## src/hdl/dmx_led_bar_decoder_color_mixer_assert.svh

```systemverilog
// Assertion macros for the DMX RGBI fixture decoder.
// Included by the top level; no other dependencies.
`ifndef DMX_LED_BAR_DECODER_COLOR_MIXER_ASSERT_SVH
`define DMX_LED_BAR_DECODER_COLOR_MIXER_ASSERT_SVH
`ifndef SYNTHESIS
// Implication checked every cycle outside reset.
`define DMXLBD_ASSERT_IMPL(lbl, clk, rstn, ante, cons, msg) \
    lbl: assert property (@(posedge clk) disable iff (!(rstn)) (ante) |-> (cons)) \
        else $error(msg);
// Implication whose consequent is checked in the next cycle, outside reset.
`define DMXLBD_ASSERT_NEXT(lbl, clk, rstn, ante, cons, msg) \
    lbl: assert property (@(posedge clk) disable iff (!(rstn)) (ante) |=> (cons)) \
        else $error(msg);
// Next-cycle implication that is also checked while reset is applied.
`define DMXLBD_ASSERT_RESET(lbl, clk, ante, cons, msg) \
    lbl: assert property (@(posedge clk) (ante) |=> (cons)) else $error(msg);
`else
`define DMXLBD_ASSERT_IMPL(lbl, clk, rstn, ante, cons, msg)
`define DMXLBD_ASSERT_NEXT(lbl, clk, rstn, ante, cons, msg)
`define DMXLBD_ASSERT_RESET(lbl, clk, ante, cons, msg)
`endif
`endif

```

## src/hdl/dmxlbd_pkg.sv

```systemverilog
// Shared types and constants of the DMX RGBI fixture decoder.
// No dependencies; imported by the top level, dmxlbd_front and dmxlbd_back.
package dmxlbd_pkg;

    localparam int SLOT_W     = 8;
    localparam int LED_W      = 7;
    localparam int START_W    = 9;
    localparam int WR_W       = 9;
    localparam int CFG_IDX_W  = 2;
    localparam int CFG_DATA_W = 9;

    localparam logic [CFG_IDX_W-1:0] CFG_START_CHANNEL = 2'd0;
    localparam logic [CFG_IDX_W-1:0] CFG_WHITE_RATIO   = 2'd1;
    localparam logic [CFG_IDX_W-1:0] CFG_LED_COUNT     = 2'd2;

    localparam logic [START_W-1:0] START_RESET     = 9'd0;
    localparam logic [WR_W-1:0]    WR_RESET        = 9'd128;
    localparam logic [WR_W-1:0]    WR_ONE          = 9'd256;
    localparam logic [LED_W-1:0]   LED_COUNT_RESET = 7'd1;
    localparam logic [SLOT_W-1:0]  DIMMER_RESET    = 8'd255;
    localparam logic [SLOT_W-1:0]  MIX_MAX         = 8'd254;

    // Position of a slot within one LED's group of four.
    typedef enum logic [1:0] {
        LANE_RED       = 2'd0,
        LANE_GREEN     = 2'd1,
        LANE_BLUE      = 2'd2,
        LANE_INTENSITY = 2'd3
    } t_lane;

    typedef struct packed {
        logic [SLOT_W-1:0] slot_byte;
        logic              frame_start;
    } t_slot;

    typedef struct packed {
        logic [LED_W-1:0]  led_index;
        logic [SLOT_W-1:0] red_out;
        logic [SLOT_W-1:0] green_out;
        logic [SLOT_W-1:0] blue_out;
        logic [SLOT_W-1:0] mode_now;
        logic [SLOT_W-1:0] flash_now;
    } t_result;

    // One LED request handed from the slot decoder to the mixer.
    typedef struct packed {
        logic [LED_W-1:0]  led_index;
        logic [SLOT_W-1:0] red;
        logic [SLOT_W-1:0] green;
        logic [SLOT_W-1:0] blue;
        logic [SLOT_W-1:0] intensity;
        logic [SLOT_W-1:0] dimmer;
        logic [SLOT_W-1:0] mode;
        logic [SLOT_W-1:0] flash;
    } t_job;

endpackage

```

## src/hdl/dmx_led_bar_decoder_color_mixer.sv

```systemverilog
// DMX RGBI fixture decoder with white mixing and master dimmer (top level).
// Depends on dmxlbd_pkg, dmxlbd_fifo, dmxlbd_front, dmxlbd_back and the assert header.
//
// Usage: DMX slot bytes are pushed one per request on the input queue
// (push/full, payload i_slot), with frame_start set on slot 0 of a frame.
// The decoder counts slots, skips those before start_channel, captures the
// mode, dimmer and flash slots, then reads red, green, blue and intensity
// for each LED below led_count. Each intensity slot yields one result
// request on the output queue (empty/pop, payload o_result).
// Throughput: one slot per clock, sustained, with pop held high.
// Path: a result is visible (empty low) once its intensity slot has passed
// the request queue, the blend stage, the dimmer stage and the output queue.
// Stall: if pop stays low, the output queue and the two mixer stages fill,
// then the request queue fills and full rises; full depends only on that
// queue, so slots that cause no result are also held off. Nothing is dropped.
// Reset (synchronous, active low) empties all queues, clears the slot count
// and captured values (dimmer to 255) and loads the register defaults.
// Configuration writes (i_cfg_valid/o_cfg_ready) are always accepted and
// must only be issued while the block is idle.
`include "dmx_led_bar_decoder_color_mixer_assert.svh"
module dmx_led_bar_decoder_color_mixer
    import dmxlbd_pkg::*;
#(
    parameter int FRAME_SLOTS = 512
) (
    input  logic                  i_clk,
    input  logic                  i_rst_n,
    input  logic                  push,
    output logic                  full,
    input  t_slot                 i_slot,
    output logic                  empty,
    input  logic                  pop,
    output t_result               o_result,
    input  logic                  i_cfg_valid,
    output logic                  o_cfg_ready,
    input  logic [CFG_IDX_W-1:0]  i_cfg_index,
    input  logic [CFG_DATA_W-1:0] i_cfg_data
);

    localparam int MID_DEPTH = 2;
    localparam int OUT_DEPTH = 2;
    localparam int OUT_CNT_W = $clog2(OUT_DEPTH + 1);

    // Configuration registers.
    logic [START_W-1:0] r_start_channel;
    logic [WR_W-1:0]    r_white_ratio;
    logic [LED_W-1:0]   r_led_count;

    logic accept;
    logic job_push, mid_full, mid_empty, mid_pop;
    t_job job_in, job_out;
    logic [$clog2(MID_DEPTH+1)-1:0] mid_count;
    logic    res_valid, out_full, out_push;
    t_result res;
    logic [OUT_CNT_W-1:0] out_count;

    assign o_cfg_ready = 1'b1;
    assign accept      = push && !full;
    assign full        = mid_full;

    always_ff @(posedge i_clk) begin
        if (!i_rst_n) begin
            r_start_channel <= START_RESET;
            r_white_ratio   <= WR_RESET;
            r_led_count     <= LED_COUNT_RESET;
        end else if (i_cfg_valid && o_cfg_ready) begin
            case (i_cfg_index)
                CFG_START_CHANNEL: r_start_channel <= i_cfg_data[START_W-1:0];
                CFG_WHITE_RATIO:   r_white_ratio   <= i_cfg_data[WR_W-1:0];
                CFG_LED_COUNT:     r_led_count     <= i_cfg_data[LED_W-1:0];
                default: ;
            endcase
        end
    end

    // Front: slot counting and capture; issues LED requests.
    dmxlbd_front #(
        .FRAME_SLOTS(FRAME_SLOTS)
    ) u_front (
        .i_clk          (i_clk),
        .i_rst_n        (i_rst_n),
        .i_accept       (accept),
        .i_slot         (i_slot),
        .i_start_channel(r_start_channel),
        .i_led_count    (r_led_count),
        .o_job_push     (job_push),
        .o_job          (job_in)
    );

    // Request queue between the decoder and the mixer.
    dmxlbd_fifo #(
        .WIDTH($bits(t_job)),
        .DEPTH(MID_DEPTH)
    ) u_mid_fifo (
        .i_clk  (i_clk),
        .i_rst_n(i_rst_n),
        .i_push (job_push),
        .i_data (job_in),
        .o_full (mid_full),
        .i_pop  (mid_pop),
        .o_data (job_out),
        .o_empty(mid_empty),
        .o_count(mid_count)
    );

    // Back: two-stage blend and dimmer pipeline.
    dmxlbd_back u_back (
        .i_clk        (i_clk),
        .i_rst_n      (i_rst_n),
        .i_job_valid  (!mid_empty),
        .i_job        (job_out),
        .o_job_pop    (mid_pop),
        .i_white_ratio(r_white_ratio),
        .o_res_valid  (res_valid),
        .o_res        (res),
        .i_res_ready  (!out_full)
    );

    assign out_push = res_valid && !out_full;

    // Output queue; its head drives the result ports.
    dmxlbd_fifo #(
        .WIDTH($bits(t_result)),
        .DEPTH(OUT_DEPTH)
    ) u_out_fifo (
        .i_clk  (i_clk),
        .i_rst_n(i_rst_n),
        .i_push (out_push),
        .i_data (res),
        .o_full (out_full),
        .i_pop  (pop),
        .o_data (o_result),
        .o_empty(empty),
        .o_count(out_count)
    );

    // A request is only queued when the queue has room, which full guarantees.
    `DMXLBD_ASSERT_IMPL(a_mid_no_overflow, i_clk, i_rst_n, job_push, !mid_full || mid_count == '0, "request queue overflow")
    // Popping the last result with nothing arriving leaves the queue empty.
    `DMXLBD_ASSERT_NEXT(a_last_pop_empties, i_clk, i_rst_n, pop && !empty && !out_push && out_count == OUT_CNT_W'(1), empty, "output queue did not drain")
    // Reset leaves no result pending and the input open.
    `DMXLBD_ASSERT_RESET(a_reset_clears, i_clk, !i_rst_n, empty && !full, "queues not cleared by reset")

endmodule

```

## src/hdl/dmxlbd_fifo.sv

```systemverilog
// Small register queue with registered pointers and an occupancy count.
// Depends on nothing; used between the decoder stages and at the output.
module dmxlbd_fifo #(
    parameter int WIDTH = 8,
    parameter int DEPTH = 2
) (
    input  logic                       i_clk,
    input  logic                       i_rst_n,
    input  logic                       i_push,
    input  logic [WIDTH-1:0]           i_data,
    output logic                       o_full,
    input  logic                       i_pop,
    output logic [WIDTH-1:0]           o_data,
    output logic                       o_empty,
    output logic [$clog2(DEPTH+1)-1:0] o_count
);

    localparam int PTR_W = (DEPTH > 1) ? $clog2(DEPTH) : 1;
    localparam int CNT_W = $clog2(DEPTH + 1);

    logic [WIDTH-1:0] r_mem [DEPTH];
    logic [PTR_W-1:0] r_wr_ptr, r_rd_ptr;
    logic [CNT_W-1:0] r_count;
    logic             do_push, do_pop;

    assign o_full  = (r_count == CNT_W'(DEPTH));
    assign o_empty = (r_count == '0);
    assign o_count = r_count;
    assign o_data  = r_mem[r_rd_ptr];
    assign do_push = i_push && !o_full;
    assign do_pop  = i_pop && !o_empty;

    always_ff @(posedge i_clk) begin
        if (do_push) begin
            r_mem[r_wr_ptr] <= i_data;
        end
    end

    always_ff @(posedge i_clk) begin
        if (!i_rst_n) begin
            r_wr_ptr <= '0;
            r_rd_ptr <= '0;
            r_count  <= '0;
        end else begin
            if (do_push) begin
                r_wr_ptr <= (r_wr_ptr == PTR_W'(DEPTH - 1)) ? '0 : r_wr_ptr + 1'b1;
            end
            if (do_pop) begin
                r_rd_ptr <= (r_rd_ptr == PTR_W'(DEPTH - 1)) ? '0 : r_rd_ptr + 1'b1;
            end
            if (do_push && !do_pop) begin
                r_count <= r_count + 1'b1;
            end else if (do_pop && !do_push) begin
                r_count <= r_count - 1'b1;
            end
        end
    end

endmodule

```

## src/hdl/dmxlbd_front.sv

```systemverilog
// Slot decoder: counts slots in the frame, captures header and colour slots,
// and issues one LED request per intensity slot. Depends on dmxlbd_pkg.
module dmxlbd_front
    import dmxlbd_pkg::*;
#(
    parameter int FRAME_SLOTS = 512
) (
    input  logic               i_clk,
    input  logic               i_rst_n,
    input  logic               i_accept,
    input  t_slot              i_slot,
    input  logic [START_W-1:0] i_start_channel,
    input  logic [LED_W-1:0]   i_led_count,
    output logic               o_job_push,
    output t_job               o_job
);

    localparam int PW    = $clog2(FRAME_SLOTS + 1);
    localparam int CMP_W = (PW > START_W) ? PW : START_W;
    localparam logic [START_W-1:0] REL_MODE   = START_W'(0);
    localparam logic [START_W-1:0] REL_DIMMER = START_W'(1);
    localparam logic [START_W-1:0] REL_FLASH  = START_W'(2);
    localparam logic [START_W-1:0] REL_FIRST  = START_W'(3);

    logic [PW-1:0]     r_slot_counter;
    logic [SLOT_W-1:0] r_mode, r_dimmer, r_flash;
    logic [SLOT_W-1:0] r_held_red, r_held_green, r_held_blue;

    logic [PW-1:0]      pos;
    logic               in_frame, after_start, led_ok, take;
    logic [CMP_W-1:0]   diff;
    logic [START_W-1:0] rel, rel_m3;
    logic [LED_W-1:0]   led;
    t_lane              lane;

    always_comb begin
        pos         = i_slot.frame_start ? '0 : r_slot_counter;
        in_frame    = (pos < PW'(FRAME_SLOTS));
        after_start = (CMP_W'(pos) >= CMP_W'(i_start_channel));
        diff        = CMP_W'(pos) - CMP_W'(i_start_channel);
        rel         = diff[START_W-1:0];
        rel_m3      = rel - REL_FIRST;
        led         = rel_m3[START_W-1:2];
        lane        = t_lane'(rel_m3[1:0]);
        led_ok      = (led < i_led_count);
        take        = i_accept && in_frame && after_start;
    end

    assign o_job_push = take && (rel >= REL_FIRST) && led_ok && (lane == LANE_INTENSITY);

    always_comb begin
        o_job.led_index = led;
        o_job.red       = r_held_red;
        o_job.green     = r_held_green;
        o_job.blue      = r_held_blue;
        o_job.intensity = i_slot.slot_byte;
        o_job.dimmer    = r_dimmer;
        o_job.mode      = r_mode;
        o_job.flash     = r_flash;
    end

    always_ff @(posedge i_clk) begin
        if (!i_rst_n) begin
            r_slot_counter <= '0;
            r_mode         <= '0;
            r_dimmer       <= DIMMER_RESET;
            r_flash        <= '0;
            r_held_red     <= '0;
            r_held_green   <= '0;
            r_held_blue    <= '0;
        end else begin
            if (i_accept) begin
                // The counter parks at the frame length until the next frame start.
                r_slot_counter <= in_frame ? pos + 1'b1 : PW'(FRAME_SLOTS);
            end
            if (take) begin
                case (rel)
                    REL_MODE:   r_mode   <= i_slot.slot_byte;
                    REL_DIMMER: r_dimmer <= i_slot.slot_byte;
                    REL_FLASH:  r_flash  <= i_slot.slot_byte;
                    default: begin
                        if (led_ok) begin
                            case (lane)
                                LANE_RED:   r_held_red   <= i_slot.slot_byte;
                                LANE_GREEN: r_held_green <= i_slot.slot_byte;
                                LANE_BLUE:  r_held_blue  <= i_slot.slot_byte;
                                default: ;
                            endcase
                        end
                    end
                endcase
            end
        end
    end

endmodule

```

## src/hdl/dmxlbd_back.sv

```systemverilog
// Colour mixer: white blend with clamp in the first stage, master dimmer
// scaling by dimmer/255 in the second. Depends on dmxlbd_pkg.
module dmxlbd_back
    import dmxlbd_pkg::*;
(
    input  logic            i_clk,
    input  logic            i_rst_n,
    input  logic            i_job_valid,
    input  t_job            i_job,
    output logic            o_job_pop,
    input  logic [WR_W-1:0] i_white_ratio,
    output logic            o_res_valid,
    output t_result         o_res,
    input  logic            i_res_ready
);

    typedef struct packed {
        logic [LED_W-1:0]  led_index;
        logic [SLOT_W-1:0] red;
        logic [SLOT_W-1:0] green;
        logic [SLOT_W-1:0] blue;
        logic [SLOT_W-1:0] dimmer;
        logic [SLOT_W-1:0] mode;
        logic [SLOT_W-1:0] flash;
    } t_mixed;

    // (intensity*(256-w) + colour*w) >> 8, limited to 254.
    function automatic logic [SLOT_W-1:0] mix(input logic [SLOT_W-1:0] c,
                                             input logic [SLOT_W-1:0] i,
                                             input logic [WR_W-1:0]   w,
                                             input logic [WR_W-1:0]   inv);
        logic [16:0] s;
        s = 17'(i) * 17'(inv) + 17'(c) * 17'(w);
        if (s[16:8] > 9'(MIX_MAX)) begin
            return MIX_MAX;
        end
        return s[15:8];
    endfunction

    // floor(m*d/255); the added high byte and one make the shift exact here.
    function automatic logic [SLOT_W-1:0] dim(input logic [SLOT_W-1:0] m,
                                             input logic [SLOT_W-1:0] d);
        logic [15:0] x;
        logic [16:0] t;
        x = 16'(m) * 16'(d);
        t = 17'(x) + 17'(x[15:8]) + 17'd1;
        return t[15:8];
    endfunction

    logic            r_s1_valid, r_s2_valid;
    t_mixed          r_s1;
    t_result         r_s2;
    logic            s1_ready, s2_ready;
    logic [WR_W-1:0] w_eff, w_inv;

    assign w_eff     = (i_white_ratio > WR_ONE) ? WR_ONE : i_white_ratio;
    assign w_inv     = WR_ONE - w_eff;
    assign s2_ready  = !r_s2_valid || i_res_ready;
    assign s1_ready  = !r_s1_valid || s2_ready;
    assign o_job_pop = i_job_valid && s1_ready;
    assign o_res_valid = r_s2_valid;
    assign o_res       = r_s2;

    always_ff @(posedge i_clk) begin
        if (o_job_pop) begin
            r_s1.led_index <= i_job.led_index;
            r_s1.red       <= mix(i_job.red, i_job.intensity, w_eff, w_inv);
            r_s1.green     <= mix(i_job.green, i_job.intensity, w_eff, w_inv);
            r_s1.blue      <= mix(i_job.blue, i_job.intensity, w_eff, w_inv);
            r_s1.dimmer    <= i_job.dimmer;
            r_s1.mode      <= i_job.mode;
            r_s1.flash     <= i_job.flash;
        end
        if (r_s1_valid && s2_ready) begin
            r_s2.led_index <= r_s1.led_index;
            r_s2.red_out   <= dim(r_s1.red, r_s1.dimmer);
            r_s2.green_out <= dim(r_s1.green, r_s1.dimmer);
            r_s2.blue_out  <= dim(r_s1.blue, r_s1.dimmer);
            r_s2.mode_now  <= r_s1.mode;
            r_s2.flash_now <= r_s1.flash;
        end
    end

    always_ff @(posedge i_clk) begin
        if (!i_rst_n) begin
            r_s1_valid <= 1'b0;
            r_s2_valid <= 1'b0;
        end else begin
            if (s1_ready) begin
                r_s1_valid <= i_job_valid;
            end
            if (s2_ready) begin
                r_s2_valid <= r_s1_valid;
            end
        end
    end

endmodule
```

## config.mk

```make
export PLATFORM = sky130hd
export DESIGN_NAME = dmx_led_bar_decoder_color_mixer
export DESIGN_NICKNAME = d
export VERILOG_FILES = /design/src/hdl/dmxlbd_pkg.sv /design/src/hdl/dmx_led_bar_decoder_color_mixer.sv /design/src/hdl/dmxlbd_fifo.sv /design/src/hdl/dmxlbd_front.sv /design/src/hdl/dmxlbd_back.sv
export VERILOG_INCLUDE_DIRS = /design/src /design/src/hdl
export SDC_FILE = /design/constraint.sdc
export NUM_CORES = 2
export LEC_CHECK = 0
export ABC_CLOCK_PERIOD_IN_PS = 10100
export BUFFER_PORTS_ARGS = -buffer_cell sky130_fd_sc_hd__buf_2
export CORE_MARGIN = 8
export CORE_UTILIZATION = 50
export CTS_CLUSTER_SIZE = 40
export DETAILED_ROUTE_END_ITERATION = 12
export PLACE_DENSITY = 0.66
export SKIP_LAST_GASP = 1
export SYNTH_ARGS = -nofsm -noshare
export SYNTH_HDL_FRONTEND = slang
export SYNTH_SLANG_ARGS = --single-unit
```

## constraint.sdc

```tcl
create_clock -name i_clk -period 10.1 [get_ports i_clk]
set_input_delay 3.03 -clock i_clk [delete_from_list [all_inputs] [get_ports i_clk]]
set_output_delay 3.03 -clock i_clk [all_outputs]
set_load 0.005 [all_outputs]
```

==> impl_metrics.json <==
{
  "remaining_drc_errors": 0,
  "dr.pass1.iters": 5,
  "port_buffers": 73,
  "critical_path_peak_fanout": 34,
  "cp.arrival_ns": 9.76,
  "postRouteWirelength_um": 70000,
  "final-seq-area_mm2": 0.0116,
  "synthTopCellsByCount": "460 x sky130_fd_sc_hd__inv_1, 322 x sky130_fd_sc_hd__edfxtp_1, 319 x sky130_fd_sc_hd__fa_1",
  "report.final.hold_viol_count": 0,
  "top_level_ports": 75,
  "starting_utilization_of_the_core_area_pct": 50.6,
  "synth_sequential_area_ratio_pct": 35.4,
  "synth_xor_area_share_pct": 3.31,
  "worst_skew_pair.late_latency_ns": 0.59,
  "finalSetupViolCount": 0,
  "finClkSkew_ns": 0.0266,
  "fmax_ghz": 0.106,
  "die_x_um": 272,
  "finalSetupTns_ns": 0,
  "dominant_combinational_cell_family_by_area_after_synthesis": "adder cells",
  "final.min_clock_period_ns": 9.45,
  "fp-row-count": 93,
  "grt_overflow_total": 0,
  "nets": 3730,
  "globalRouteTotalUtil_pct": 18.8,
  "synthArstFlopShare_pct": 0,
  "syn_to_final_growth_pct": 8.64,
  "tritoncts": "done",
  "ys_types": 79,
  "numCtsBuffers": 43,
  "status": "finished clean",
  "top_count_cell_post_synth": "sky130_fd_sc_hd__inv_1",
  "die_area_mm2": 0.0738,
  "synth-compound-area-share_pct": 5.75,
  "yosys.area_share.simple_pct": 12.9,
  "crit_path_end_kind": "flop",
  "htreeDepth": 2,
  "ant_nets": 0,
  "maxCapViolCount": 0,
  "final_core_util_pct": 54.9,
  "ys_warn_count": 0,
  "grt_antenna_before_repair": 0,
  "synthesis.area_per_instance_um2": 10.7,
  "ctsRootBufferMaster": "sky130_fd_sc_hd__clkbuf_16",
  "critPathLaunchType": "flop",
  "vias": 21400,
  "worst-setup-path-type": "flop to flop",
  "chipHeight_um": 272,
  "diodes": 0,
  "layout-drive-gt1-share_pct": 9.86,
  "ff_latch_count_synth": 417,
  "synthCells": 3043,
  "floorplan.core_area_mm2": 0.0646,
  "global_route_wire_length_before_repair_um": 114000,
  "relSlewSlack_pct": 16.3,
  "unrepaired_setup_endpoints_after_global_routing": "false",
  "fin_crit_sh_pct": 93.6,
  "synth_top_cell_area_share_pct": 29.6,
  "synth_area_mm2": 0.0327,
  "clkSlewWorstSetupHoldPaths_ns": 0.06,
  "timing.hold.ws_ns": 0.420,
  "synthMuxAreaShare_pct": 6.16,
  "cts_sinks": 417,
  "tightest_slew_ns": 1.22,
  "synth_flop_type": "sky130_fd_sc_hd__edfxtp_1",
  "cts_hold_repair.buffers": 0,
  "place.detailed.instances": 3920,
  "clk_path_buf_depth": 3,
  "dp_wirelength_um": 54500,
  "cell_count_final_fillers_out": 3998,
  "synth_nets": 3663,
  "detailedRoute.firstIterationViolations": 1213,
  "multi_input_comb_area_mm2": 0.0191,
  "drt-wirelength-per-cell_um": 17.5,
  "worstPathRequired_ns": 10.41,
  "post_synth_fa_ha_maj_area_fraction_pct": 30.1,
  "slew_violations": 0,
  "synth_largest_area_cell": "sky130_fd_sc_hd__edfxtp_1",
  "min-delay-path-class": "flop to flop",
  "synth_edf_count": 322,
  "vias_per_cell": 5.36,
  "place.gp.congestion": 0.885,
  "synth_area_leaders": "sky130_fd_sc_hd__edfxtp_1 30%, sky130_fd_sc_hd__fa_1 20%, sky130_fd_sc_hd__ha_1 11%",
  "grt_pass1_vias": 22600,
  "n_fill_cell": 5510,
  "largest_net_degree_at_the_start_of_global_routing": 64
}
logic make-up after synthesis:
logic type / count (synthesis)
XOR/XNOR: 120
buffers and inverters: 546
multiplexers: 188
other: 1
flip-flops: 417
adder cells (fa/ha/maj): 595
AND/OR/NAND/NOR: 898
AO/OA/AOI/OAI: 278
registers in the layout (all words and copies together), names as in the netlist, 7 cells and up, named ones only:
signal and cells:
u_mid_fifo.r_mem 126, u_out_fifo.r_mem 94, u_back.r_s1 55, u_back.o_res 47
u_front.r_slot_counter 10, r_start_channel 9, r_white_ratio 9, u_front.r_dimmer 8
u_front.r_flash 8, u_front.r_held_blue 8, u_front.r_held_green 8, u_front.r_held_red 8
u_front.r_mode 8, r_led_count 7
cell type report:
cell class	count	share of cell area (%)
clock inverters	19	0.726
multi-input cells	2080	53.7
flip-flops and latches	417	32.6
well taps	855	3.01
clock buffers	59	3.29
repair buffers	106	1.73
inverters	462	4.89
routing by layer:
metal,vias up,GRT usage [%],part of all wire (%)
li1,10100,-,-
met1,10700,24.3,44
met2,424,33.3,50
met4,0,4.81,2.2
met3,102,2.41,4.2
met5,-,0,0
critical path: stages, from the launching register on:
cell and delay [ns]:
sky130_fd_sc_hd__dfxtp_1 0.48, sky130_fd_sc_hd__buf_4 0.40, sky130_fd_sc_hd__nor2b_1 0.11, sky130_fd_sc_hd__nor4_1 0.38
sky130_fd_sc_hd__nand2_1 0.22, sky130_fd_sc_hd__xnor2_1 0.44, sky130_fd_sc_hd__nand2b_1 0.15, sky130_fd_sc_hd__fa_1 0.52
sky130_fd_sc_hd__fa_1 0.50, sky130_fd_sc_hd__fa_1 0.49, sky130_fd_sc_hd__inv_1 0.04, sky130_fd_sc_hd__ha_1 0.28
sky130_fd_sc_hd__o21ai_0 0.11, sky130_fd_sc_hd__nand2_1 0.10, sky130_fd_sc_hd__xnor2_1 0.54, sky130_fd_sc_hd__fa_1 0.55
sky130_fd_sc_hd__fa_1 0.52, sky130_fd_sc_hd__inv_1 0.05, sky130_fd_sc_hd__fa_1 0.47, sky130_fd_sc_hd__fa_1 0.49
sky130_fd_sc_hd__ha_1 0.33, sky130_fd_sc_hd__a211o_1 0.26, sky130_fd_sc_hd__a311oi_1 0.49, sky130_fd_sc_hd__nor4_2 0.14
sky130_fd_sc_hd__o31ai_1 0.42, sky130_fd_sc_hd__o21ai_1 0.13, sky130_fd_sc_hd__xnor2_1 0.23, sky130_fd_sc_hd__or2_2 0.35
placed cells by master (no fill, tap or decap), types with 42 or more instances in the layout:
master	count
sky130_fd_sc_hd__dfxtp_1	93
sky130_fd_sc_hd__and2_1	129
sky130_fd_sc_hd__xor2_1	48
sky130_fd_sc_hd__clkbuf_16	44
sky130_fd_sc_hd__a21oi_1	77
sky130_fd_sc_hd__xnor2_1	68
sky130_fd_sc_hd__nor2_1	250
sky130_fd_sc_hd__buf_2	73
sky130_fd_sc_hd__mux2_2	95
sky130_fd_sc_hd__inv_1	459
sky130_fd_sc_hd__ha_1	276
sky130_fd_sc_hd__nand2_1	301
sky130_fd_sc_hd__edfxtp_1	322
sky130_fd_sc_hd__fa_1	319
sky130_fd_sc_hd__mux2i_1	92
sky130_fd_sc_hd__o21ai_0	42
repair_timing:
action | CTS | global route
setup buffers | 0 | 0
endpoints found under the setup margin | 0 | 16
gates resized for setup | 0 | 1
through the flow:
| stage | instance area (µm²) | worst slack [ns] |
|---|---|---|
| 3_5_place_dp | 34100 | 0.528 |
| 2_1_floorplan | 32700 | 0.600 |
| 4_1_cts | 35500 | 0.502 |
| 6_report | 35500 | 0.649 |
| 3_3_place_gp | 34100 | 0.769 |
| 5_1_grt | 35500 | 0.0407 |
worst paths after layout:
kind,start,endpoint,slack (ns),cells after the start
setup / recovery,r_white_ratio[8],u_back.r_s1[33],0.65,27
hold / removal,u_back.r_s1[8],u_back.o_res[8],0.42,0
setup reg to reg,r_white_ratio[8],u_back.r_s1[33],0.65,27
hold reg to reg,u_back.r_s1[8],u_back.o_res[8],0.42,0
Power is not shown: default switching activity piles up to over one toggle a cycle in this logic, so the estimate is an artifact.
